`src/rtl/cte_pkg.sv`:
```
package cte_pkg;

  localparam int unsigned YearW   = 14;
  localparam int unsigned MonthW  = 4;
  localparam int unsigned DayW    = 5;
  localparam int unsigned HourW   = 5;
  localparam int unsigned MinuteW = 6;
  localparam int unsigned SecondW = 6;
  localparam int unsigned EpochW  = 38;

  // Day count since 1970 stays below 2^23 for any 14-bit year.
  localparam int unsigned DaysW    = 23;
  localparam int unsigned MDaysW   = 9;
  localparam int unsigned LeapsW   = 12;
  localparam int unsigned TodW     = 17;
  localparam int unsigned DaySecW  = 40;
  localparam int unsigned TotalW   = 41;
  localparam int unsigned Q4W      = YearW - 2;
  // floor(n / 100) == (n * 5243) >> 19 for every n below 2^14
  localparam int unsigned Recip100W     = 13;
  localparam int unsigned Recip100Shift = 19;
  localparam int unsigned ProdW         = YearW + Recip100W;
  localparam int unsigned Q100W         = ProdW - Recip100Shift;

  localparam logic [YearW-1:0]     EpochYear        = 14'd1970;
  localparam logic [LeapsW-1:0]    LeapsBeforeEpoch = 12'd477;
  localparam logic [Recip100W-1:0] Recip100         = 13'd5243;
  localparam logic [MonthW-1:0]    MonthJan         = 4'd1;
  localparam logic [MonthW-1:0]    MonthFeb         = 4'd2;
  localparam logic [MonthW-1:0]    MonthDec         = 4'd12;
  localparam logic [16:0]          SecsPerDay       = 17'd86400;
  localparam logic [11:0]          SecsPerHour      = 12'd3600;
  localparam logic [5:0]           SecsPerMinute    = 6'd60;
  localparam logic [8:0]           DaysPerYear      = 9'd365;
  localparam logic [6:0]           Hundred          = 7'd100;

  typedef struct packed {
    logic [YearW-1:0]   year;
    logic [MonthW-1:0]  month;
    logic [DayW-1:0]    day;
    logic [HourW-1:0]   hour;
    logic [MinuteW-1:0] minute;
    logic [SecondW-1:0] second;
  } in_t;

  typedef struct packed {
    logic [EpochW-1:0] epoch_seconds;
    logic              invalid;
  } out_t;

  // Classified item handed from the front stage to the arithmetic back end.
  typedef struct packed {
    logic               invalid;
    logic [YearW-1:0]   year;
    logic [YearW-1:0]   year_off;
    logic [Q4W-1:0]     q4_prev;
    logic [ProdW-1:0]   prod_prev;
    logic [ProdW-1:0]   prod_year;
    logic [MDaysW-1:0]  mdays;
    logic               after_feb;
    logic [DayW-1:0]    day_m1;
    logic [HourW-1:0]   hour;
    logic [MinuteW-1:0] minute;
    logic [SecondW-1:0] second;
  } item_t;

  // Days in the year before the first of the given month (non-leap year).
  function automatic logic [MDaysW-1:0] month_days(input logic [MonthW-1:0] m);
    logic [MDaysW-1:0] d;
    case (m)
      4'd2:    d = 9'd31;
      4'd3:    d = 9'd59;
      4'd4:    d = 9'd90;
      4'd5:    d = 9'd120;
      4'd6:    d = 9'd151;
      4'd7:    d = 9'd181;
      4'd8:    d = 9'd212;
      4'd9:    d = 9'd243;
      4'd10:   d = 9'd273;
      4'd11:   d = 9'd304;
      4'd12:   d = 9'd334;
      default: d = 9'd0;
    endcase
    return d;
  endfunction

endpackage

```
`src/rtl/cte_front.sv`:
```
module cte_front (
  input  logic          clk_i,
  input  logic          rst_ni,
  input  logic          push,
  output logic          full,
  input  cte_pkg::in_t  in_i,
  output logic          q_push_o,
  input  logic          q_full_i,
  output cte_pkg::item_t item_o
);
  import cte_pkg::*;

  logic             valid_q, valid_d;
  item_t            item_q, item_d;
  logic             accept;
  logic [YearW-1:0] year_prev;

  assign q_push_o = valid_q && !q_full_i;
  assign full     = valid_q && q_full_i;
  assign accept   = push && !full;
  assign item_o   = item_q;

  assign year_prev = in_i.year - YearW'(1);

  always_comb begin
    item_d           = item_q;
    item_d.invalid   = (in_i.year < EpochYear) || (in_i.month < MonthJan) ||
                       (in_i.month > MonthDec) || (in_i.day == '0);
    item_d.year      = in_i.year;
    item_d.year_off  = in_i.year - EpochYear;
    item_d.q4_prev   = year_prev[YearW-1:2];
    item_d.prod_prev = ProdW'(year_prev) * ProdW'(Recip100);
    item_d.prod_year = ProdW'(in_i.year) * ProdW'(Recip100);
    item_d.mdays     = month_days(in_i.month);
    item_d.after_feb = in_i.month > MonthFeb;
    item_d.day_m1    = in_i.day - DayW'(1);
    item_d.hour      = in_i.hour;
    item_d.minute    = in_i.minute;
    item_d.second    = in_i.second;
  end

  always_comb begin
    valid_d = valid_q;
    if (accept) begin
      valid_d = 1'b1;
    end else if (q_push_o) begin
      valid_d = 1'b0;
    end
  end

  always_ff @(posedge clk_i or negedge rst_ni) begin
    if (!rst_ni) begin
      valid_q <= 1'b0;
    end else begin
      valid_q <= valid_d;
    end
  end

  always_ff @(posedge clk_i) begin
    if (accept) begin
      item_q <= item_d;
    end
  end

endmodule

```
`src/rtl/cte_fifo.sv`:
```
module cte_fifo #(
  parameter int unsigned Depth = 2
) (
  input  logic           clk_i,
  input  logic           rst_ni,
  input  logic           push_i,
  input  cte_pkg::item_t data_i,
  output logic           full_o,
  input  logic           pop_i,
  output logic           empty_o,
  output cte_pkg::item_t data_o
);
  import cte_pkg::*;

  localparam int unsigned PtrW = (Depth > 1) ? $clog2(Depth) : 1;
  localparam int unsigned CntW = $clog2(Depth + 1);
  localparam logic [PtrW-1:0] LastIdx = PtrW'(Depth - 1);

  item_t           mem_q [Depth];
  logic [PtrW-1:0] wr_ptr_q, wr_ptr_d, rd_ptr_q, rd_ptr_d;
  logic [CntW-1:0] count_q, count_d;
  logic            do_push, do_pop;

  assign full_o  = count_q == CntW'(Depth);
  assign empty_o = count_q == '0;
  assign do_push = push_i && !full_o;
  assign do_pop  = pop_i && !empty_o;
  assign data_o  = mem_q[rd_ptr_q];

  always_comb begin
    wr_ptr_d = wr_ptr_q;
    rd_ptr_d = rd_ptr_q;
    count_d  = count_q;
    if (do_push) begin
      wr_ptr_d = (wr_ptr_q == LastIdx) ? '0 : wr_ptr_q + PtrW'(1);
    end
    if (do_pop) begin
      rd_ptr_d = (rd_ptr_q == LastIdx) ? '0 : rd_ptr_q + PtrW'(1);
    end
    if (do_push && !do_pop) begin
      count_d = count_q + CntW'(1);
    end else if (do_pop && !do_push) begin
      count_d = count_q - CntW'(1);
    end
  end

  always_ff @(posedge clk_i or negedge rst_ni) begin
    if (!rst_ni) begin
      wr_ptr_q <= '0;
      rd_ptr_q <= '0;
      count_q  <= '0;
    end else begin
      wr_ptr_q <= wr_ptr_d;
      rd_ptr_q <= rd_ptr_d;
      count_q  <= count_d;
    end
  end

  always_ff @(posedge clk_i) begin
    if (do_push) begin
      mem_q[wr_ptr_q] <= data_i;
    end
  end

endmodule

```
`src/rtl/cte_back.sv`:
```
module cte_back (
  input  logic           clk_i,
  input  logic           rst_ni,
  input  logic           q_empty_i,
  input  cte_pkg::item_t item_i,
  output logic           q_pop_o,
  output logic           empty,
  input  logic           pop,
  output cte_pkg::out_t  res_o
);
  import cte_pkg::*;

  // Stage 1: leap counts and year days
  logic               s1_valid_q;
  logic               s1_inv_q;
  logic [DaysW-1:0]   s1_ydays_q;
  logic [LeapsW-1:0]  s1_leaps_q;
  logic               s1_leap_add_q;
  logic [MDaysW-1:0]  s1_mdays_q;
  logic [DayW-1:0]    s1_day_m1_q;
  logic [HourW-1:0]   s1_hour_q;
  logic [MinuteW-1:0] s1_minute_q;
  logic [SecondW-1:0] s1_second_q;
  // Stage 2: day count and time of day
  logic               s2_valid_q;
  logic               s2_inv_q;
  logic [DaysW-1:0]   s2_days_q;
  logic [TodW-1:0]    s2_tod_q;
  // Stage 3: day seconds
  logic               s3_valid_q;
  logic               s3_inv_q;
  logic [DaySecW-1:0] s3_dsec_q;
  logic [TodW-1:0]    s3_tod_q;
  // Output register
  logic               out_valid_q;
  out_t               res_q, res_d;

  logic               adv;
  logic [Q100W-1:0]   q100_prev, q100_year;
  logic [Q100W-3:0]   q400_prev;
  logic [LeapsW-1:0]  leaps_d;
  logic               cent_year, leap_year;
  logic [DaysW-1:0]   days_d;
  logic [TodW-1:0]    tod_d;
  logic [DaySecW-1:0] dsec_d;
  logic [TotalW-1:0]  total;

  // Whole back end moves together; it stalls only while a result waits unread.
  assign adv     = !out_valid_q || pop;
  assign q_pop_o = adv && !q_empty_i;
  assign empty   = !out_valid_q;
  assign res_o   = res_q;

  assign q100_prev = item_i.prod_prev[ProdW-1:Recip100Shift];
  assign q400_prev = q100_prev[Q100W-1:2];
  assign q100_year = item_i.prod_year[ProdW-1:Recip100Shift];
  assign leaps_d   = LeapsW'(item_i.q4_prev) - LeapsW'(q100_prev) + LeapsW'(q400_prev)
                     - LeapsBeforeEpoch;
  assign cent_year = {1'b0, item_i.year} == (15'(q100_year) * 15'(Hundred));
  assign leap_year = (item_i.year[1:0] == 2'b00 && !cent_year) ||
                     (cent_year && q100_year[1:0] == 2'b00);

  assign days_d = s1_ydays_q + DaysW'(s1_leaps_q) + DaysW'(s1_mdays_q)
                  + DaysW'(s1_leap_add_q) + DaysW'(s1_day_m1_q);
  assign tod_d  = TodW'(s1_hour_q) * TodW'(SecsPerHour)
                  + TodW'(s1_minute_q) * TodW'(SecsPerMinute) + TodW'(s1_second_q);
  assign dsec_d = DaySecW'(s2_days_q) * DaySecW'(SecsPerDay);
  assign total  = TotalW'(s3_dsec_q) + TotalW'(s3_tod_q);

  always_comb begin
    res_d.invalid = s3_inv_q;
    if (s3_inv_q) begin
      res_d.epoch_seconds = '0;
    end else if (total[TotalW-1:EpochW] != '0) begin
      res_d.epoch_seconds = '1;
    end else begin
      res_d.epoch_seconds = total[EpochW-1:0];
    end
  end

  always_ff @(posedge clk_i or negedge rst_ni) begin
    if (!rst_ni) begin
      s1_valid_q  <= 1'b0;
      s2_valid_q  <= 1'b0;
      s3_valid_q  <= 1'b0;
      out_valid_q <= 1'b0;
    end else if (adv) begin
      s1_valid_q  <= !q_empty_i;
      s2_valid_q  <= s1_valid_q;
      s3_valid_q  <= s2_valid_q;
      out_valid_q <= s3_valid_q;
    end
  end

  always_ff @(posedge clk_i) begin
    if (adv) begin
      s1_inv_q      <= item_i.invalid;
      s1_ydays_q    <= DaysW'(item_i.year_off) * DaysW'(DaysPerYear);
      s1_leaps_q    <= leaps_d;
      s1_leap_add_q <= item_i.after_feb && leap_year;
      s1_mdays_q    <= item_i.mdays;
      s1_day_m1_q   <= item_i.day_m1;
      s1_hour_q     <= item_i.hour;
      s1_minute_q   <= item_i.minute;
      s1_second_q   <= item_i.second;
      s2_inv_q      <= s1_inv_q;
      s2_days_q     <= days_d;
      s2_tod_q      <= tod_d;
      s3_inv_q      <= s2_inv_q;
      s3_dsec_q     <= dsec_d;
      s3_tod_q      <= s2_tod_q;
      res_q         <= res_d;
    end
  end

endmodule

```
`src/rtl/calendar_to_epoch_seconds_unit.sv`:
```
// Gregorian date and time to seconds since 1970-01-01 00:00:00.
//
// Input side is a queue write port: a transaction happens on a clock edge with
// push high and full low; in_i carries year, month, day, hour, minute, second.
// Result side is a queue read port: while empty is low res_o shows the oldest
// result, and a transaction happens on an edge with pop high and empty low.
// epoch_seconds is zero and invalid is set for a year before 1970, a month
// outside 1..12 or day zero; counts past 2^38-1 saturate.
// One transaction per cycle is sustained when pop is held high. A front
// register classifies the date and runs the divide-by-100 reciprocal products,
// a QueueDepth-entry queue decouples it from a three-stage arithmetic back
// end ending in an output register. When the reader stalls, the back end
// holds and the front keeps taking transactions until the queue and front
// register fill, then full rises. Reset empties every stage; no setup is
// needed afterwards.
module calendar_to_epoch_seconds_unit #(
  parameter int unsigned QueueDepth = 2
) (
  input  logic          clk_i,
  input  logic          rst_ni,
  input  logic          push,
  output logic          full,
  input  cte_pkg::in_t  in_i,
  output logic          empty,
  input  logic          pop,
  output cte_pkg::out_t res_o
);
  import cte_pkg::*;

  logic  q_push, q_full, q_pop, q_empty;
  item_t front_item, back_item;

  cte_front u_front (
    .clk_i    (clk_i),
    .rst_ni   (rst_ni),
    .push     (push),
    .full     (full),
    .in_i     (in_i),
    .q_push_o (q_push),
    .q_full_i (q_full),
    .item_o   (front_item)
  );

  cte_fifo #(
    .Depth (QueueDepth)
  ) u_fifo (
    .clk_i   (clk_i),
    .rst_ni  (rst_ni),
    .push_i  (q_push),
    .data_i  (front_item),
    .full_o  (q_full),
    .pop_i   (q_pop),
    .empty_o (q_empty),
    .data_o  (back_item)
  );

  cte_back u_back (
    .clk_i     (clk_i),
    .rst_ni    (rst_ni),
    .q_empty_i (q_empty),
    .item_i    (back_item),
    .q_pop_o   (q_pop),
    .empty     (empty),
    .pop       (pop),
    .res_o     (res_o)
  );

  a_invalid_zero: assert property (@(posedge clk_i) disable iff (!rst_ni)
    (!empty && res_o.invalid) |-> (res_o.epoch_seconds == '0))
    else $error("invalid result carries nonzero seconds");

  a_full_after_push: assert property (@(posedge clk_i) disable iff (!rst_ni)
    $rose(full) |-> $past(push))
    else $error("full rose without an input transaction");

  a_result_held: assert property (@(posedge clk_i) disable iff (!rst_ni)
    (!empty && !pop) |=> (!empty && $stable(res_o)))
    else $error("waiting result changed or vanished");

endmodule
```
`config.mk`:
```
export PLATFORM = sky130hd
export DESIGN_NAME = calendar_to_epoch_seconds_unit
export DESIGN_NICKNAME = d
export VERILOG_FILES = /design/src/rtl/cte_pkg.sv /design/src/rtl/cte_front.sv /design/src/rtl/cte_fifo.sv /design/src/rtl/cte_back.sv /design/src/rtl/calendar_to_epoch_seconds_unit.sv
export SDC_FILE = /design/constraint.sdc
export NUM_CORES = 2
export LEC_CHECK = 0
export ABC_CLOCK_PERIOD_IN_PS = 13200
export BUFFER_PORTS_ARGS = -buffer_cell sky130_fd_sc_hd__buf_2
export CORE_MARGIN = 3
export CORE_UTILIZATION = 35
export CTS_BUF_LIST = sky130_fd_sc_hd__clkbuf_8
export CTS_CLUSTER_DIAMETER = 200
export DETAILED_ROUTE_END_ITERATION = 12
export GPL_ROUTABILITY_DRIVEN = 1
export PLACE_DENSITY = 0.56
export SETUP_SLACK_MARGIN = 0.1
export SYNTH_ARGS = -nofsm -noshare
export SYNTH_HDL_FRONTEND = slang
export SYNTH_SLANG_ARGS = --single-unit
```
`constraint.sdc`:
```
create_clock -name clk_i -period 13.2 [get_ports clk_i]
set_input_delay 2.64 -clock clk_i [delete_from_list [all_inputs] [get_ports clk_i]]
set_output_delay 2.64 -clock clk_i [all_outputs]
set_load 0.005 [all_outputs]
```
==> run metrics <==
critical path class=in -> reg; # clock sinks=472; delay-heaviest family, CP=adder cells; Top FF cell, synth=edfxtp_1; ratio of cells with drive above 1 in the final layout=0.0951; clk root buf=clkbuf_8; minimum clock period=9290 ps; hold buffers post-CTS=0; CP Capture Type=flip-flop; RSZ-0062 raised after global routing=no; drt wl/cell=15.2 µm; largest net degree at the start of global routing=83; HP Class=reg -> reg; met2 usage=0.234; Vias=20,100; via/cell ratio=4.62; number of global-route vias before repair=21,200; Synth Area in Compound Gates=0.0720; Multi-input gate area=18,500 µm²; CP Max Fanout=9; fraction of synthesized cell area in xor and xnor cells=0.0472; Pre-antenna DRT Iters=5; dpl hpwl=52,700 µm; synthesized-area fraction occupied by and/or/nand/nor cells=0.0440; Critical Path Max Stage Delay=620 ps; die height=322 µm; die area=104,000 µm²; Post-Synthesis Cell Area=34,900 µm²; Placer Congestion=0.846; post-synthesis mux area share=0.0301; number of fill cells=9,447; Avg Synthesized Cell Area=12.3 µm²; commonest non-fill, non-tap cells in the layout=inv_1 (605), ha_1 (518), edfxtp_1 (463); Bufs and invs on worst path=5; Adder-Cell Fraction of Synth Area=0.335; outcome=finished clean; worst skew pair latency=690 ps; Syn Nets=3,662; met3 usage=0.0229; critical path cell sequence=buf_2 > inv_1 > ha_1 > a21boi_0 > o21ai_0 > a21boi_0 > o21a_1 > xnor2_1 > inv_1 > xnor2_1 > fa_1 > fa_1 > fa_1 > inv_1 > fa_1 > inv_1 > ha_1 > and3_1 > a221o_1 > a221oi_1 > a21oi_1 > or3_1 > a21oi_1 > xnor2_1; num rows=115; post-synthesis cell type count=71; Ports=85; gr busiest metal=met2; DRT Wirelength=66,300 µm; remaining global-route overflow=0; post-CTS setup buffers=0; CTS Buf Count=83; first-pass GRT wire length=109,000 µm; relative slew slack=0.275; PortBufs=84; MaxCap Viol Count=0; fin nets=3,813; Max Clock Freq=108 MHz; All-Layer GR Usage=0.132; CP startpoint kind=primary input; cell count after synthesis=2,840; DR iter-0 viols=742; final period utilization=0.704; # resized after CTS=0; Final Hold Vio Count=0; worst path required time=13,630 ps; sequential-to-total area share from yosys stat=0.405; DRC Markers=0; Max clock buf depth=3; Die W=322 µm; Layout Skew=43.2 ps; post-route ant nets=0; CTS tree=yes; setup TNS=0 ps; Clock transition at path regs=60 ps; Synth async-reset ratio=0.0191; register area=14,100 µm²; Initial Util=0.354; Worst Path Arrival=9720 ps; Syn-to-layout area delta=10.4%; initial antenna violation count=8; Slowest-stage cell, CP=xnor2_1; Core Area=98,600 µm²; max-slew violation count=0; EDFF count, synth=463; H-tree Lvls=3; Synth Register Bits=472; Syn. warnings=0; met1 usage=0.167; largest family of logic cells by synthesized area=adder cells; most common cell after layout, fill and taps aside=inv_1; Worst-Margin Slew=1090 ps; final setup fails=0
==> sequential cells by signal (all words and copies together), names as in the netlist, 2 cells and up <==
| signal | cells |
|---|---|
| u_back.s3_tod_q | 17 |
| u_fifo.count_q | 2 |
| u_fifo.mem_q | 176 |
| u_back.s2_tod_q | 17 |
| u_front.item_o | 88 |
| u_back.res_o | 39 |
| u_back.s1_day_m1_q | 5 |
| u_back.s1_hour_q | 5 |
| u_back.s1_minute_q | 6 |
| u_back.s1_mdays_q | 9 |
| u_back.s1_leaps_q | 12 |
| u_back.s2_days_q | 23 |
| u_back.s1_ydays_q | 23 |
| u_back.s1_second_q | 6 |
| u_back.s3_dsec_q | 33 |
==> path summary, 6_finish.rpt <==
path	from	end	slack (ps)	cells past startpoint
max in group asynchronous	rst_ni	u_fifo.rd_ptr_q	11200	1
min reg2reg	u_back.s2_tod_q[14]	u_back.s3_tod_q[14]	420	0
max reg2reg	u_fifo.rd_ptr_q	u_back.s1_ydays_q[21]	7700	14
min in group asynchronous	rst_ni	u_front.valid_q	1800	1
min	u_back.s2_tod_q[14]	u_back.s3_tod_q[14]	420	0
max	in_i[27]	u_front.item_o[82]	3910	24
==> metrics by stage <==
stage | hold slack [ps] | std cells | instance area, µm² | worst slack (ps) | util
after floorplan | 400 | 2840 | 34900 | 3510 | -
after global placement | 403 | 4193 | 36900 | 3300 | 0.374
after detailed placement | 405 | 4193 | 36900 | 3250 | 0.374
after CTS | 418 | 4346 | 38500 | 3970 | 0.391
after global routing | 425 | 4348 | 38500 | 3360 | 0.391
final | 415 | 4348 | 38500 | 3910 | 0.391
==> logic make-up after synthesis <==
group           count (synthesis)
compound gates                388
xor+xnor                      188
fa+ha+maj                     778
buf+inv                       614
flops                         472
mux                            96
simple gates                  304
==> cell usage after synthesis, drive strengths merged, types with 35 or more instances <==
cell    instances  area, µm²
nand2          69        259
mux2           60        676
xor2           65        569
ha            518       6480
a21o           45        339
mux2i          35        350
a21oi         133        692
o21ai          71        355
nand3          38        190
inv           585       2200
xnor2         123       1080
fa            260       5200
nor2           63        236
edfxtp        463      13900
==> cell type report <==
type                            instances  area share
Multi-Input combinational cell       1754       0.479
Sequential cell                       472       0.367
Inverter                              585      0.0570
Tap cell                             1287      0.0418
Clock buffer                           88      0.0314
Timing Repair Buffer                   95      0.0131
Clock inverter                         65      0.0109
Antenna cell                            2    0.000130
==> layer usage <==
| metal | routed length (µm) | up-vias |
|---|---|---|
| li1 | - | 10100 |
| met1 | 30100 | 9733 |
| met2 | 32900 | 233 |
| met3 | 2120 | 83 |
| met4 | 1140 | 2 |
| met5 | 13 | - |
Power is left out: the tool's default activity adds up to more than one toggle a clock period on the data nets, which glitch-free logic cannot reach.
